[config.mk]
export PLATFORM = sky130hd
export DESIGN_NAME = block_receiver_deframer_flat
export DESIGN_NICKNAME = d
export VERILOG_FILES = /design/src/rtl/core/brd_pkg.sv /design/src/rtl/core/brd_if.sv /design/src/rtl/core/block_receiver_deframer.sv /design/src/flat_wrapper.sv
export SDC_FILE = /design/constraint.sdc
export NUM_CORES = 1
export LEC_CHECK = 0
export BUFFER_PORTS_ARGS = -buffer_cell sky130_fd_sc_hd__buf_4
export CAP_MARGIN = 20
export CORE_UTILIZATION = 62
export CTS_CLUSTER_SIZE = 8
export DETAILED_ROUTE_END_ITERATION = 8
export GPL_TIMING_DRIVEN = 1
export PLACE_DENSITY = 0.86
export REMOVE_ABC_BUFFERS = 1
export SLEW_MARGIN = 0
export SYNTH_ARGS = -nofsm -noshare
export SYNTH_HDL_FRONTEND = slang
export SYNTH_SLANG_ARGS = --single-unit
[constraint.sdc]
create_clock -name clk -period 6.6 [get_ports clk]
set_clock_uncertainty 0.05 [all_clocks]
set_input_delay 0 -clock clk [delete_from_list [all_inputs] [get_ports clk]]
set_output_delay 0 -clock clk [all_outputs]
set_load 0.005 [all_outputs]
[src/rtl/core/brd_pkg.sv]
`default_nettype none
package brd_pkg;

  localparam logic [7:0] STX_BYTE = 8'h02;
  localparam logic [7:0] ETX_BYTE = 8'h03;
  localparam logic [7:0] PAD_BYTE = 8'hff;
  localparam int unsigned HDR_LAST = 6;

  typedef enum logic [2:0] {
    KIND_DATA   = 3'd0,
    KIND_ACCEPT = 3'd1,
    KIND_DUP    = 3'd2,
    KIND_NAK    = 3'd3,
    KIND_LONG   = 3'd4
  } kind_t;

  typedef enum logic {
    REG_MAX_LENGTH = 1'b0,
    REG_CRC_POLY   = 1'b1
  } reg_idx_t;

  typedef struct packed {
    logic [2:0]  kind;
    logic [7:0]  data_byte;
    logic [7:0]  peer_errors;
    logic [15:0] length;
    logic        verdict_last;
  } res_t;

  // Bits enter LSB first at bit 0; poly folds in on MSB carry.
  function automatic logic [15:0] crc_byte(input logic [15:0] crc_in,
                                           input logic [7:0] data,
                                           input logic [15:0] poly);
    logic [15:0] crc;
    logic        carry;
    crc = crc_in;
    for (int i = 0; i < 8; i++) begin
      carry = crc[15];
      crc = {crc[14:0], data[i]};
      if (carry) begin
        crc = crc ^ poly;
      end
    end
    return crc;
  endfunction

endpackage
`default_nettype wire

[src/rtl/core/brd_if.sv]
`default_nettype none
interface brd_in_if;
  logic       valid;
  logic       ready;
  logic [7:0] rx_byte;
  logic       timed_out;

  modport source (output valid, output rx_byte, output timed_out, input ready);
  modport sink   (input valid, input rx_byte, input timed_out, output ready);
endinterface

interface brd_out_if;
  logic        valid;
  logic        ready;
  logic [2:0]  kind;
  logic [7:0]  data_byte;
  logic [7:0]  peer_errors;
  logic [15:0] length;
  logic        verdict_last;

  modport source (output valid, output kind, output data_byte, output peer_errors,
                  output length, output verdict_last, input ready);
  modport sink   (input valid, input kind, input data_byte, input peer_errors,
                  input length, input verdict_last, output ready);
endinterface
`default_nettype wire

[src/rtl/core/block_receiver_deframer.sv]
`default_nettype none
// Channel   Dir  Handshake      Payload
// in_ch     in   valid/ready    rx_byte[7:0], timed_out
// out_ch    out  valid/ready    kind[2:0], data_byte, peer_errors, length[15:0], verdict_last
// cfg_*     in   APB, no wait   max_length @0x0, crc_polynomial @0x4
//
// One transaction per cycle while in_ch.ready is high; each result is registered into the
// output buffer, except the verdict after a good ETX, which first passes the verdict stage.
// After a good ETX the second 0xff pad pass, the CRC compare and the block-number check run
// in a verdict stage: in_ch.ready drops for that one cycle, so a block costs one bubble.
// Reset is synchronous; no clearing pass, the block is ready right after reset.
// A two-entry output buffer (register plus skid) keeps inputs flowing while the
// sink stalls; in_ch.ready also drops while the skid entry is occupied.
module block_receiver_deframer
  import brd_pkg::*;
#(
  parameter int unsigned LENGTH_BITS = 16
) (
  input  wire logic        clk,
  input  wire logic        rst_n,
  brd_in_if.sink           in_ch,
  brd_out_if.source        out_ch,
  input  wire logic        cfg_psel,
  input  wire logic        cfg_penable,
  input  wire logic        cfg_pwrite,
  input  wire logic [2:0]  cfg_paddr,
  input  wire logic [31:0] cfg_pwdata,
  output logic [31:0]      cfg_prdata,
  output logic             cfg_pready
);

  localparam logic [15:0] LEN_MASK = 16'((32'd1 << LENGTH_BITS) - 32'd1);

  typedef enum logic [1:0] {
    PH_IDLE   = 2'd0,
    PH_HEADER = 2'd1,
    PH_DATA   = 2'd2,
    PH_ETX    = 2'd3
  } phase_t;

  phase_t                 phase_r, phase_nxt;
  logic [2:0]             hidx_r, hidx_nxt;
  logic [15:0]            rx_crc_r, rx_crc_nxt;
  logic [15:0]            blen_r, blen_nxt;
  logic [15:0]            rblk_r, rblk_nxt;
  logic [7:0]             err_r, err_nxt;
  logic [LENGTH_BITS-1:0] dcnt_r, dcnt_nxt;
  logic [15:0]            rcrc_r, rcrc_nxt;
  logic [15:0]            exp_blk_r, exp_blk_nxt;
  logic                   pend_r, pend_nxt;
  logic [15:0]            pad_crc_r, pad_crc_nxt;
  logic [15:0]            max_len_r;
  logic [15:0]            poly_r;

  res_t                   main_r, skid_r, push_d;
  logic                   main_valid_r, skid_valid_r, push_v;

  logic                   accept, pop, cfg_wr;
  logic [LENGTH_BITS-1:0] dcnt_inc;
  logic [15:0]            final_crc;
  reg_idx_t               cfg_idx;

  assign cfg_idx    = reg_idx_t'(cfg_paddr[2]);
  assign cfg_wr     = cfg_psel && cfg_penable && cfg_pwrite;
  assign cfg_pready = 1'b1;

  always_comb begin
    case (cfg_idx)
      REG_MAX_LENGTH: cfg_prdata = {16'h0, max_len_r};
      REG_CRC_POLY:   cfg_prdata = {16'h0, poly_r};
      default:        cfg_prdata = '0;
    endcase
  end

  assign in_ch.ready = !pend_r && !skid_valid_r;
  assign accept      = in_ch.valid && in_ch.ready;
  assign pop         = main_valid_r && out_ch.ready;

  assign dcnt_inc  = dcnt_r + 1'b1;
  assign final_crc = crc_byte(pad_crc_r, PAD_BYTE, poly_r);

  always_comb begin
    phase_nxt   = phase_r;
    hidx_nxt    = hidx_r;
    rx_crc_nxt  = rx_crc_r;
    blen_nxt    = blen_r;
    rblk_nxt    = rblk_r;
    err_nxt     = err_r;
    dcnt_nxt    = dcnt_r;
    rcrc_nxt    = rcrc_r;
    exp_blk_nxt = exp_blk_r;
    pend_nxt    = 1'b0;
    pad_crc_nxt = pad_crc_r;
    push_v      = 1'b0;
    push_d      = '0;

    if (accept) begin
      case (phase_r)
        PH_IDLE: begin
          if (!in_ch.timed_out && in_ch.rx_byte == STX_BYTE) begin
            phase_nxt = PH_HEADER;
            hidx_nxt  = '0;
            rcrc_nxt  = '0;
            err_nxt   = '0;
            dcnt_nxt  = '0;
          end
        end
        PH_HEADER: begin
          if (in_ch.timed_out) begin
            push_v             = 1'b1;
            push_d.kind        = KIND_NAK;
            push_d.peer_errors = err_r;
            push_d.verdict_last = 1'b1;
            phase_nxt          = PH_IDLE;
          end else begin
            case (hidx_r)
              3'd0: rx_crc_nxt = {8'h00, in_ch.rx_byte};
              3'd1: rx_crc_nxt = {in_ch.rx_byte, rx_crc_r[7:0]};
              3'd2: blen_nxt = {8'h00, in_ch.rx_byte};
              3'd3: blen_nxt = {in_ch.rx_byte, blen_r[7:0]};
              3'd4: begin
                rblk_nxt = {8'h00, in_ch.rx_byte};
                rcrc_nxt = crc_byte(rcrc_r, in_ch.rx_byte, poly_r);
              end
              3'd5: begin
                rblk_nxt = {in_ch.rx_byte, rblk_r[7:0]};
                rcrc_nxt = crc_byte(rcrc_r, in_ch.rx_byte, poly_r);
              end
              default: begin
                err_nxt  = in_ch.rx_byte;
                rcrc_nxt = crc_byte(rcrc_r, in_ch.rx_byte, poly_r);
              end
            endcase
            if (hidx_r < 3'(HDR_LAST)) begin
              hidx_nxt = hidx_r + 3'd1;
            end else begin
              hidx_nxt = '0;
              if (blen_r > max_len_r || blen_r > LEN_MASK) begin
                push_v              = 1'b1;
                push_d.kind         = KIND_LONG;
                push_d.peer_errors  = in_ch.rx_byte;
                push_d.verdict_last = 1'b1;
                phase_nxt           = PH_IDLE;
              end else begin
                dcnt_nxt  = '0;
                phase_nxt = (blen_r == 16'h0) ? PH_ETX : PH_DATA;
              end
            end
          end
        end
        PH_DATA: begin
          if (in_ch.timed_out) begin
            push_v              = 1'b1;
            push_d.kind         = KIND_NAK;
            push_d.peer_errors  = err_r;
            push_d.verdict_last = 1'b1;
            phase_nxt           = PH_IDLE;
          end else begin
            rcrc_nxt         = crc_byte(rcrc_r, in_ch.rx_byte, poly_r);
            dcnt_nxt         = dcnt_inc;
            push_v           = 1'b1;
            push_d.kind      = KIND_DATA;
            push_d.data_byte = in_ch.rx_byte;
            if (16'(dcnt_inc) >= blen_r) begin
              phase_nxt = PH_ETX;
            end
          end
        end
        PH_ETX: begin
          phase_nxt = PH_IDLE;
          if (in_ch.timed_out || in_ch.rx_byte != ETX_BYTE) begin
            push_v              = 1'b1;
            push_d.kind         = KIND_NAK;
            push_d.peer_errors  = err_r;
            push_d.verdict_last = 1'b1;
          end else begin
            // first pad here, second pad and compare in the verdict stage
            pend_nxt    = 1'b1;
            pad_crc_nxt = crc_byte(rcrc_r, PAD_BYTE, poly_r);
          end
        end
        default: phase_nxt = PH_IDLE;
      endcase
    end

    if (pend_r) begin
      push_v              = 1'b1;
      push_d.peer_errors  = err_r;
      push_d.verdict_last = 1'b1;
      if (final_crc != rx_crc_r) begin
        push_d.kind = KIND_NAK;
      end else if (rblk_r != exp_blk_r) begin
        push_d.kind = KIND_DUP;
      end else begin
        push_d.kind   = KIND_ACCEPT;
        push_d.length = blen_r;
        exp_blk_nxt   = exp_blk_r + 16'd1;
      end
    end
  end

  always_ff @(posedge clk) begin
    if (!rst_n) begin
      phase_r      <= PH_IDLE;
      hidx_r       <= '0;
      rx_crc_r     <= '0;
      blen_r       <= '0;
      rblk_r       <= '0;
      err_r        <= '0;
      dcnt_r       <= '0;
      rcrc_r       <= '0;
      exp_blk_r    <= '0;
      pend_r       <= 1'b0;
      max_len_r    <= 16'hffff;
      poly_r       <= 16'h1021;
      main_valid_r <= 1'b0;
      skid_valid_r <= 1'b0;
    end else begin
      phase_r   <= phase_nxt;
      hidx_r    <= hidx_nxt;
      rx_crc_r  <= rx_crc_nxt;
      blen_r    <= blen_nxt;
      rblk_r    <= rblk_nxt;
      err_r     <= err_nxt;
      dcnt_r    <= dcnt_nxt;
      rcrc_r    <= rcrc_nxt;
      exp_blk_r <= exp_blk_nxt;
      pend_r    <= pend_nxt;
      pad_crc_r <= pad_crc_nxt;

      if (cfg_wr) begin
        case (cfg_idx)
          REG_MAX_LENGTH: max_len_r <= cfg_pwdata[15:0];
          REG_CRC_POLY:   poly_r    <= cfg_pwdata[15:0];
          default:        ;
        endcase
      end

      // advance the output buffer: skid feeds the register first
      if (!main_valid_r || pop) begin
        main_valid_r <= skid_valid_r || push_v;
        main_r       <= skid_valid_r ? skid_r : push_d;
        skid_valid_r <= skid_valid_r && push_v;
        if (skid_valid_r && push_v) begin
          skid_r <= push_d;
        end
      end else if (push_v) begin
        skid_valid_r <= 1'b1;
        skid_r       <= push_d;
      end
    end
  end

  assign out_ch.valid        = main_valid_r;
  assign out_ch.kind         = main_r.kind;
  assign out_ch.data_byte    = main_r.data_byte;
  assign out_ch.peer_errors  = main_r.peer_errors;
  assign out_ch.length       = main_r.length;
  assign out_ch.verdict_last = main_r.verdict_last;

  a_skid_behind_main: assert property (@(posedge clk) disable iff (!rst_n)
    skid_valid_r |-> main_valid_r)
    else $error("skid entry held while output register empty");

  a_verdict_one_cycle: assert property (@(posedge clk) disable iff (!rst_n)
    pend_r |=> !pend_r)
    else $error("verdict stage held longer than one cycle");

  a_verdict_has_room: assert property (@(posedge clk) disable iff (!rst_n)
    pend_r |-> !skid_valid_r)
    else $error("verdict stage fired with a full output buffer");

  a_verdict_to_idle: assert property (@(posedge clk) disable iff (!rst_n)
    pend_r |-> phase_r == PH_IDLE)
    else $error("verdict stage active outside idle hunt");

  a_idle_no_result: assert property (@(posedge clk) disable iff (!rst_n)
    (push_v && phase_r == PH_IDLE) |-> pend_r)
    else $error("result produced by an idle-phase transaction");

endmodule
`default_nettype wire
[src/flat_wrapper.sv]
// flat-port wrapper written by rule: the top's interface ports become plain ports
module block_receiver_deframer_flat import brd_pkg::*;
#(
  parameter int unsigned LENGTH_BITS = 16
)
  (clk, rst_n, cfg_psel, cfg_penable, cfg_pwrite, cfg_paddr, cfg_pwdata, cfg_prdata, cfg_pready, in_ch_valid, in_ch_rx_byte, in_ch_timed_out, in_ch_ready, out_ch_valid, out_ch_kind, out_ch_data_byte, out_ch_peer_errors, out_ch_length, out_ch_verdict_last, out_ch_ready);
  brd_in_if in_ch_i ();
  brd_out_if out_ch_i ();
  input  wire logic clk;
  input  wire logic rst_n;
  input  wire logic cfg_psel;
  input  wire logic cfg_penable;
  input  wire logic cfg_pwrite;
  input  wire logic [2:0] cfg_paddr;
  input  wire logic [31:0] cfg_pwdata;
  output logic [31:0] cfg_prdata;
  output logic cfg_pready;
  input wire logic [$bits(in_ch_i.valid)-1:0] in_ch_valid;
  input wire logic [$bits(in_ch_i.rx_byte)-1:0] in_ch_rx_byte;
  input wire logic [$bits(in_ch_i.timed_out)-1:0] in_ch_timed_out;
  output wire logic [$bits(in_ch_i.ready)-1:0] in_ch_ready;
  output wire logic [$bits(out_ch_i.valid)-1:0] out_ch_valid;
  output wire logic [$bits(out_ch_i.kind)-1:0] out_ch_kind;
  output wire logic [$bits(out_ch_i.data_byte)-1:0] out_ch_data_byte;
  output wire logic [$bits(out_ch_i.peer_errors)-1:0] out_ch_peer_errors;
  output wire logic [$bits(out_ch_i.length)-1:0] out_ch_length;
  output wire logic [$bits(out_ch_i.verdict_last)-1:0] out_ch_verdict_last;
  input wire logic [$bits(out_ch_i.ready)-1:0] out_ch_ready;
  assign in_ch_i.valid = in_ch_valid;
  assign in_ch_i.rx_byte = in_ch_rx_byte;
  assign in_ch_i.timed_out = in_ch_timed_out;
  assign in_ch_ready = in_ch_i.ready;
  assign out_ch_valid = out_ch_i.valid;
  assign out_ch_kind = out_ch_i.kind;
  assign out_ch_data_byte = out_ch_i.data_byte;
  assign out_ch_peer_errors = out_ch_i.peer_errors;
  assign out_ch_length = out_ch_i.length;
  assign out_ch_verdict_last = out_ch_i.verdict_last;
  assign out_ch_i.ready = out_ch_ready;
  block_receiver_deframer #(.LENGTH_BITS(LENGTH_BITS)) u_core (.clk(clk), .rst_n(rst_n), .in_ch(in_ch_i), .out_ch(out_ch_i), .cfg_psel(cfg_psel), .cfg_penable(cfg_penable), .cfg_pwrite(cfg_pwrite), .cfg_paddr(cfg_paddr), .cfg_pwdata(cfg_pwdata), .cfg_prdata(cfg_prdata), .cfg_pready(cfg_pready));
endmodule
# ---- Yosys cells after proc, flatten, opt, wreduce, memory -nomap -nowiden
# Index checks and enable logic that the tools add are counted.
dict set report word_totals {
  ff_bits 232
  inputBits 51
  out_inout_bits 71
  word_cells 394
}
dict set report classes {
  n_addsub 3
  n_lt_le_gt_ge 4
  eq_ne 22
  n_mux 239
  bitwise_logic 53
  reduce_logical 44
}
# op count
set op_table {}
lappend op_table {{two-way mux 16 bit} 180}
lappend op_table {{XOR 16 bit} 45}
lappend op_table {{two-way mux 36 bit} 4}
lappend op_table {{one-hot mux 16 bit (3 select lines)} 3}
lappend op_table {{one-hot mux 16 bit (2 select lines)} 3}
lappend op_table {{two-way mux 8 bit} 10}
lappend op_table {{one-hot mux 32 bit (2 select lines)} 1}
lappend op_table {{adder 16 x 1 -> 16 bit, second input constant} 2}
lappend op_table {{!= test 16 bit} 2}
lappend op_table {{two-way mux 25 bit} 1}
lappend op_table {{two-way mux 3 bit} 8}
lappend op_table {{one-hot mux 8 bit (3 select lines)} 1}
lappend op_table {{AND reduction 4 bit} 6}
lappend op_table {{AND reduction 5 bit} 4}
lappend op_table {{two-way mux 19 bit} 1}
lappend op_table {{two-way mux 2 bit} 9}
lappend op_table {{greater-or-equal comparator 16 bit} 1}
lappend op_table {{> comparator 16 bit} 1}
lappend op_table {{> comparator 16 bit, second input constant} 1}
lappend op_table {{zero test 16 bit} 1}
lappend op_table {{one-hot mux 8 bit (2 select lines)} 1}
lappend op_table {{!= test 2 bit, second input constant} 7}
lappend op_table {{two-way mux 1 bit} 12}
lappend op_table {{nonzero test 2 bit} 5}
lappend op_table {{other kinds (29)} 56}

# ---- Depth between registers and ports, before layout
dict set report logic_depth {
  depth_word 47
  mapped_depth 23
  ltp_nobuf 18
}

# ---- Worst setup path after synthesis
# Ideal clock, no wire load.
dict set report synth_path {
  kind {flip-flop to flip-flop}
  from {reg u_core.max_len_r[1]}
  to {reg u_core.skid_r[0] in the netlist's numbering (enable)}
  setup_ns 0.441
  arrival_ns 4.434
  t_required_ns 6.109
  slack_ns 1.675
  stages_incl_launch_ff 19
  path_buffers 0
  period_less_slack_ns 4.925
  path_cell_list {dfxtp_1 -> inv_1 -> ha_1 -> nor2b_1 -> o21a_1 -> o21a_1 -> o21a_1 -> o21a_1 -> o21a_1 -> o21a_1 -> o21ai_0 -> a21boi_0 -> o21ai_0 -> a22oi_1 -> nand3_1 -> a21bo_2 -> a311oi_1 -> o21ai_0 -> a21oi_1}
}
dict set report synth_between {
  elab_chain_cells 11
  word_cells_on_any_way 12
  cone_classes {order compare (1); eq/ne (1); mux (6); reduce/logical (4)}
}
# item line
set synth_rtl {}
lappend synth_rtl {{from (decl)} block_receiver_deframer.sv:52} ;# logic [15:0] max_len_r;
lappend synth_rtl {{from (signal assigned)} block_receiver_deframer.sv:233} ;# REG_MAX_LENGTH: max_len_r <= cfg_pwdata[15:0];
lappend synth_rtl {{> comparator 16 bit (*)} block_receiver_deframer.sv:138} ;# if (blen_r > max_len_r || blen_r > LEN_MASK) begin
lappend synth_rtl {{logical OR 1 bit (*)} block_receiver_deframer.sv:138}
lappend synth_rtl {{two-way mux 1 bit (*)} block_receiver_deframer.sv:138}
lappend synth_rtl {{two-way mux 1 bit (*)} block_receiver_deframer.sv:134} ;# if (hidx_r < 3'(HDR_LAST)) begin
lappend synth_rtl {{two-way mux 1 bit (*)} block_receiver_deframer.sv:109} ;# if (in_ch.timed_out) begin
lappend synth_rtl {{one-hot mux 1 bit (3 select lines) (*)} block_receiver_deframer.sv:98} ;# case (phase_r)
lappend synth_rtl {{two-way mux 1 bit (*)} block_receiver_deframer.sv:97} ;# if (accept) begin
lappend synth_rtl {{two-way mux 1 bit (*)} block_receiver_deframer.sv:186} ;# if (pend_r) begin
lappend synth_rtl {{logical AND 1 bit} block_receiver_deframer.sv:244} ;# if (skid_valid_r && push_v) begin
lappend synth_rtl {{!= test 2 bit (no source line)} n/a}
lappend synth_rtl {{AND reduction 3 bit (no source line) (*)} n/a}
lappend synth_rtl {{to (signal assigned)} block_receiver_deframer.sv:245} ;# skid_r <= push_d;
lappend synth_rtl {{to (signal assigned)} block_receiver_deframer.sv:249} ;# skid_r <= push_d;
lappend synth_rtl {{to (decl)} block_receiver_deframer.sv:55} ;# res_t main_r, skid_r, push_d;
# Every way passes the cells marked *; elsewhere a longest branch is shown, timed or not.
# A chain may end at the register's enable or synchronous reset.

# ---- Worst setup path in the final report
dict set report layout_path {
  from {reg u_core.pad_crc_r[15]}
  to {reg u_core.main_r (netlist bit u_core.out_ch.length[8]) (data pin)}
}
dict set report layout_between {
  elab_chain_cells 19
}
# item line
set layout_rtl {}
lappend layout_rtl {{from (decl)} block_receiver_deframer.sv:51} ;# logic [15:0] pad_crc_r, pad_crc_nxt;
lappend layout_rtl {{from (signal assigned)} block_receiver_deframer.sv:229} ;# pad_crc_r <= pad_crc_nxt;
lappend layout_rtl {{two-way mux 16 bit (*)} brd_pkg.sv:40} ;# if (carry) begin
lappend layout_rtl {{XOR 16 bit} brd_pkg.sv:41} ;# crc = crc ^ poly;
lappend layout_rtl {{two-way mux 16 bit (*)} brd_pkg.sv:40}
lappend layout_rtl {{XOR 16 bit} brd_pkg.sv:41}
lappend layout_rtl {{two-way mux 16 bit (*)} brd_pkg.sv:40}
lappend layout_rtl {{XOR 16 bit} brd_pkg.sv:41}
lappend layout_rtl {{two-way mux 16 bit (*)} brd_pkg.sv:40}
lappend layout_rtl {{XOR 16 bit} brd_pkg.sv:41}
lappend layout_rtl {{[... 3 more ...]} n/a}
lappend layout_rtl {{XOR 16 bit} brd_pkg.sv:41}
lappend layout_rtl {{two-way mux 16 bit (*)} brd_pkg.sv:40}
lappend layout_rtl {{XOR 16 bit} brd_pkg.sv:41}
lappend layout_rtl {{two-way mux 16 bit (*)} brd_pkg.sv:40}
lappend layout_rtl {{!= test 16 bit (*)} block_receiver_deframer.sv:190} ;# if (final_crc != rx_crc_r) begin
lappend layout_rtl {{two-way mux 16 bit (*)} block_receiver_deframer.sv:190}
lappend layout_rtl {{two-way mux 25 bit (*)} block_receiver_deframer.sv:186}
lappend layout_rtl {{two-way mux 36 bit (*)} block_receiver_deframer.sv:242} ;# main_r <= skid_valid_r ? skid_r : push_d;
lappend layout_rtl {{to (signal assigned)} block_receiver_deframer.sv:242}
lappend layout_rtl {{to (decl)} block_receiver_deframer.sv:55}
# Marks and branches as above.

==> flow_metrics.tcl <==
set metrics [dict create \
    grt_pass1_wl_um 77900 \
    place_ws_ns 0.299 \
    clock_latency_ns 0.52 \
    max_stage_delay_ns 0.62 \
    critPathKind "flip-flop to flip-flop" \
    status "finished clean" \
    r2r_slack_ns 0.30 \
    synth_top_area_cell "dfxtp_1" \
    clock.fmax_ghz 0.159 \
    cp_top_family "simple AND/OR/NAND/NOR gates" \
    crit_slowest_cell "edfxtp_1" \
    wl_met1_um 18800 \
    dr_total_vias 15700 \
    yosysTopAreaCellShare_pct 17.5 \
    synth_commonest_cells "nand2_1, xnor2_1, dfxtp_1" \
    syn_inst 2009 \
    power_uw 3340 \
    slew_headroom_pct 25.7 \
    cp.arrival_ns 6.55 \
    dp.final_hpwl_um 32000 \
    whs_path_depth 4 \
    ys.flop_type "dfxtp_1" \
    top_layer "met4" \
    max_cap_violations 0 \
    ant_nets 0 \
    async_flop_share_pct 0 \
    initial_core_util_pct 63.3 \
    holdCritStartpoint "cfg_penable" \
    cts_tree "done" \
    wl_um 49500 \
    ys_seq_area_share_pct 33.5 \
    first_iter_violations 1829 \
    die-width_um 165 \
    n_antenna_cell 0 \
    synth_area_leaders "dfxtp_1, edfxtp_1, xnor2_1, nand2_1, a21oi_1" \
    num_io_pins 122 \
    path_common_cell "buf_4" \
    ir_drop_mv 0.215 \
    place_inst 2323 \
    netlist-cell-type-count 99 \
    root_buffer "clkbuf_16" \
    rr_endpoint "u_core.out_ch.length[8]$_DFFE_PP_" \
    syn_area_mm2 0.0165 \
    wl_met3_um 4130 \
    nets 2156 \
    cp_max_fo 36 \
    drive_above_1_share_pct 12.0 \
    wl_per_cell_um 20.5 \
    drcViolationCount 0 \
    cts_buffers 35 \
    final_util_pct 71.5 \
    final_max_slew_viol_count 0 \
    area_growth_pct 13.0 \
    grt_max_degree 66 \
    power_density_mw_per_mm2 179 \
    rsz0062_at_grt "false" \
    hold_viol 0 \
    grt_pass1_vias 15000 \
    r2r_start "u_core.pad_crc_r[15]$_DFFE_PP_" \
    clock_path_buffers 3 \
    worst_hold_path_type "primary input to flip-flop" \
    final.fill_count 1855 \
    finalSetupViolCount 0 \
    htreeDepth 2 \
    period_minus_slack_ns 6.30 \
    yosysMostFrequentCell "nand2_1" \
    largest_reg_flops 36 \
    holdWs_ns 0.0423 \
    clock_sinks 232 \
    synth-seq-cells 232 \
    cp_cell_sequence "nor2b_1 -> xnor3_1 -> a2111oi_2 -> nor4b_4 -> xor2_1 -> o32ai_1 -> or2_1 -> nor2_4 -> nor2_1 -> o211a_1 -> a2111oi_0 -> buf_4 -> o2111ai_1 -> nor4_4 -> nand3_2 -> buf_4 -> buf_4 -> o31ai_1" \
    cp-start-kind "flip-flop" \
    synth_area_per_cell_um2 8.21 \
    reg2reg_depth 18 \
    gp_congestion 0.966 \
    end_kind "flip-flop" \
    clk_pin_slew_ns 0.05 \
    setup_ws_ns 0.305 \
    vias_per_cell 6.48 \
    crit_buf_inv 3 \
    synth_edf_count 88 \
    rows 59 \
    port_buffers 86 \
    die_area_mm2 0.0273 \
    layout.cells.non_filler 2417 \
    drt-pass1-iter-count 8 \
    antenna_found_initial 0 \
    p_leak_uw 0.00670 \
    hold_end "u_core.max_len_r[10]$_SDFFE_PN1P_" \
    period_share_pct 95.4 \
    crit_required_ns 6.86 \
    core_mm2 0.0261 \
    wl_met2_um 24000 \
    overflow 0 \
    die_h_um 165 \
    grt_use_total_pct 36.3 \
    top_register "u_core.skid_r" \
    tightest_slew_ns 1.11 \
    yosysWarnings 0 \
]
worst max path at each step:
stage	startpoint	endpoint	slack [ns]	cells after the start
floorplan	u_core.poly_r[15]$_SDFFE_PN0P_	u_core.exp_blk_r[14]$_SDFFE_PN0P_	-0.93	16
finish	u_core.pad_crc_r[15]$_DFFE_PP_	u_core.out_ch.length[8]$_DFFE_PP_	0.30	18
CTS	u_core.pad_crc_r[14]$_DFFE_PP_	u_core.out_ch.length[8]$_DFFE_PP_	0.29	17
global placement	u_core.pad_crc_r[14]$_DFFE_PP_	u_core.exp_blk_r[14]$_SDFFE_PN0P_	0.47	17
global route	u_core.poly_r[14]$_SDFFE_PN0P_	u_core.out_ch.length[8]$_DFFE_PP_	0.007	17
detailed placement	u_core.pad_crc_r[14]$_DFFE_PP_	u_core.out_ch.length[8]$_DFFE_PP_	0.30	17
worst register-to-register path, delay by kind of cell, from the launching register on:
family                 cells  cell delay [ns]
AND/OR/NAND/NOR            7             1.96
XOR/XNOR                   2             0.87
flip-flops                 1             0.62
AO/OA/AOI/OAI              6             1.89
buffers and inverters      3             0.69
kinds of logic after synthesis:
logic type	Yosys count	share of synthesized area (%)
and+or+nand+nor	757	22.0
AOI/OAI and AO/OA	450	18.9
buffers and inverters	243	6.30
xor gates and xnor gates	234	12.9
DFF	232	33.5
muxes	47	2.96
adders and majority gates	44	3.34
other	2	0.0455
cells in the final DEF, fill, tap and decap left out, drive strengths merged, types with 67 or more instances in the layout:
cell type	instances
a21oi	123
nand3	72
nand2	372
nor2	99
edfxtp	88
dfxtp	144
xnor2	206
inv	67
o21ai	78
buf	145
layer usage:
layer	vias up	global-route usage, %
met5	-	0
met2	842	63.2
met1	7444	43.1
li1	7143	-
met3	237	5.99
met4	0	17.9
cell type report:
class | instances | area (um^2) | area share [%]
clock inverter | 3 | 33.8 | 0.181
tap | 335 | 419 | 2.25
inverter | 68 | 256 | 1.38
timing repair buffer | 175 | 1400 | 7.52
clock buffer | 55 | 972 | 5.22
multi-input combinational | 1549 | 10000 | 53.8
sequential | 232 | 5530 | 29.7
power by group:
group	switching [uW]	total [uW]	internal (uW)	leakage, uW
sequential	12.9	1510	1490	0.00200
clock	642	1650	1010	0.000482
combinational	114	183	68.7	0.00421
total	769	3340	2570	0.00670
timing repair:
| action | in CTS | in global routing |
|---|---|---|
| resized for setup | 0 | 1 |
| hold buffers | 29 | 0 |
| buffers inserted | 0 | 3 |
| setup endpoints to repair | 0 | 37 |
| endpoints found under the hold margin | 120 | 0 |
stage by stage:
stage                     setup TNS (ns)  cell area [um^2]
after detailed placement               0             17300
after global routing                   0             18600
after floorplan                   -27.57             15800
final                                  0             18600
after CTS                              0             18600
after global placement                 0             17300
No activity file was read; power rests on OpenSTA's default activity.
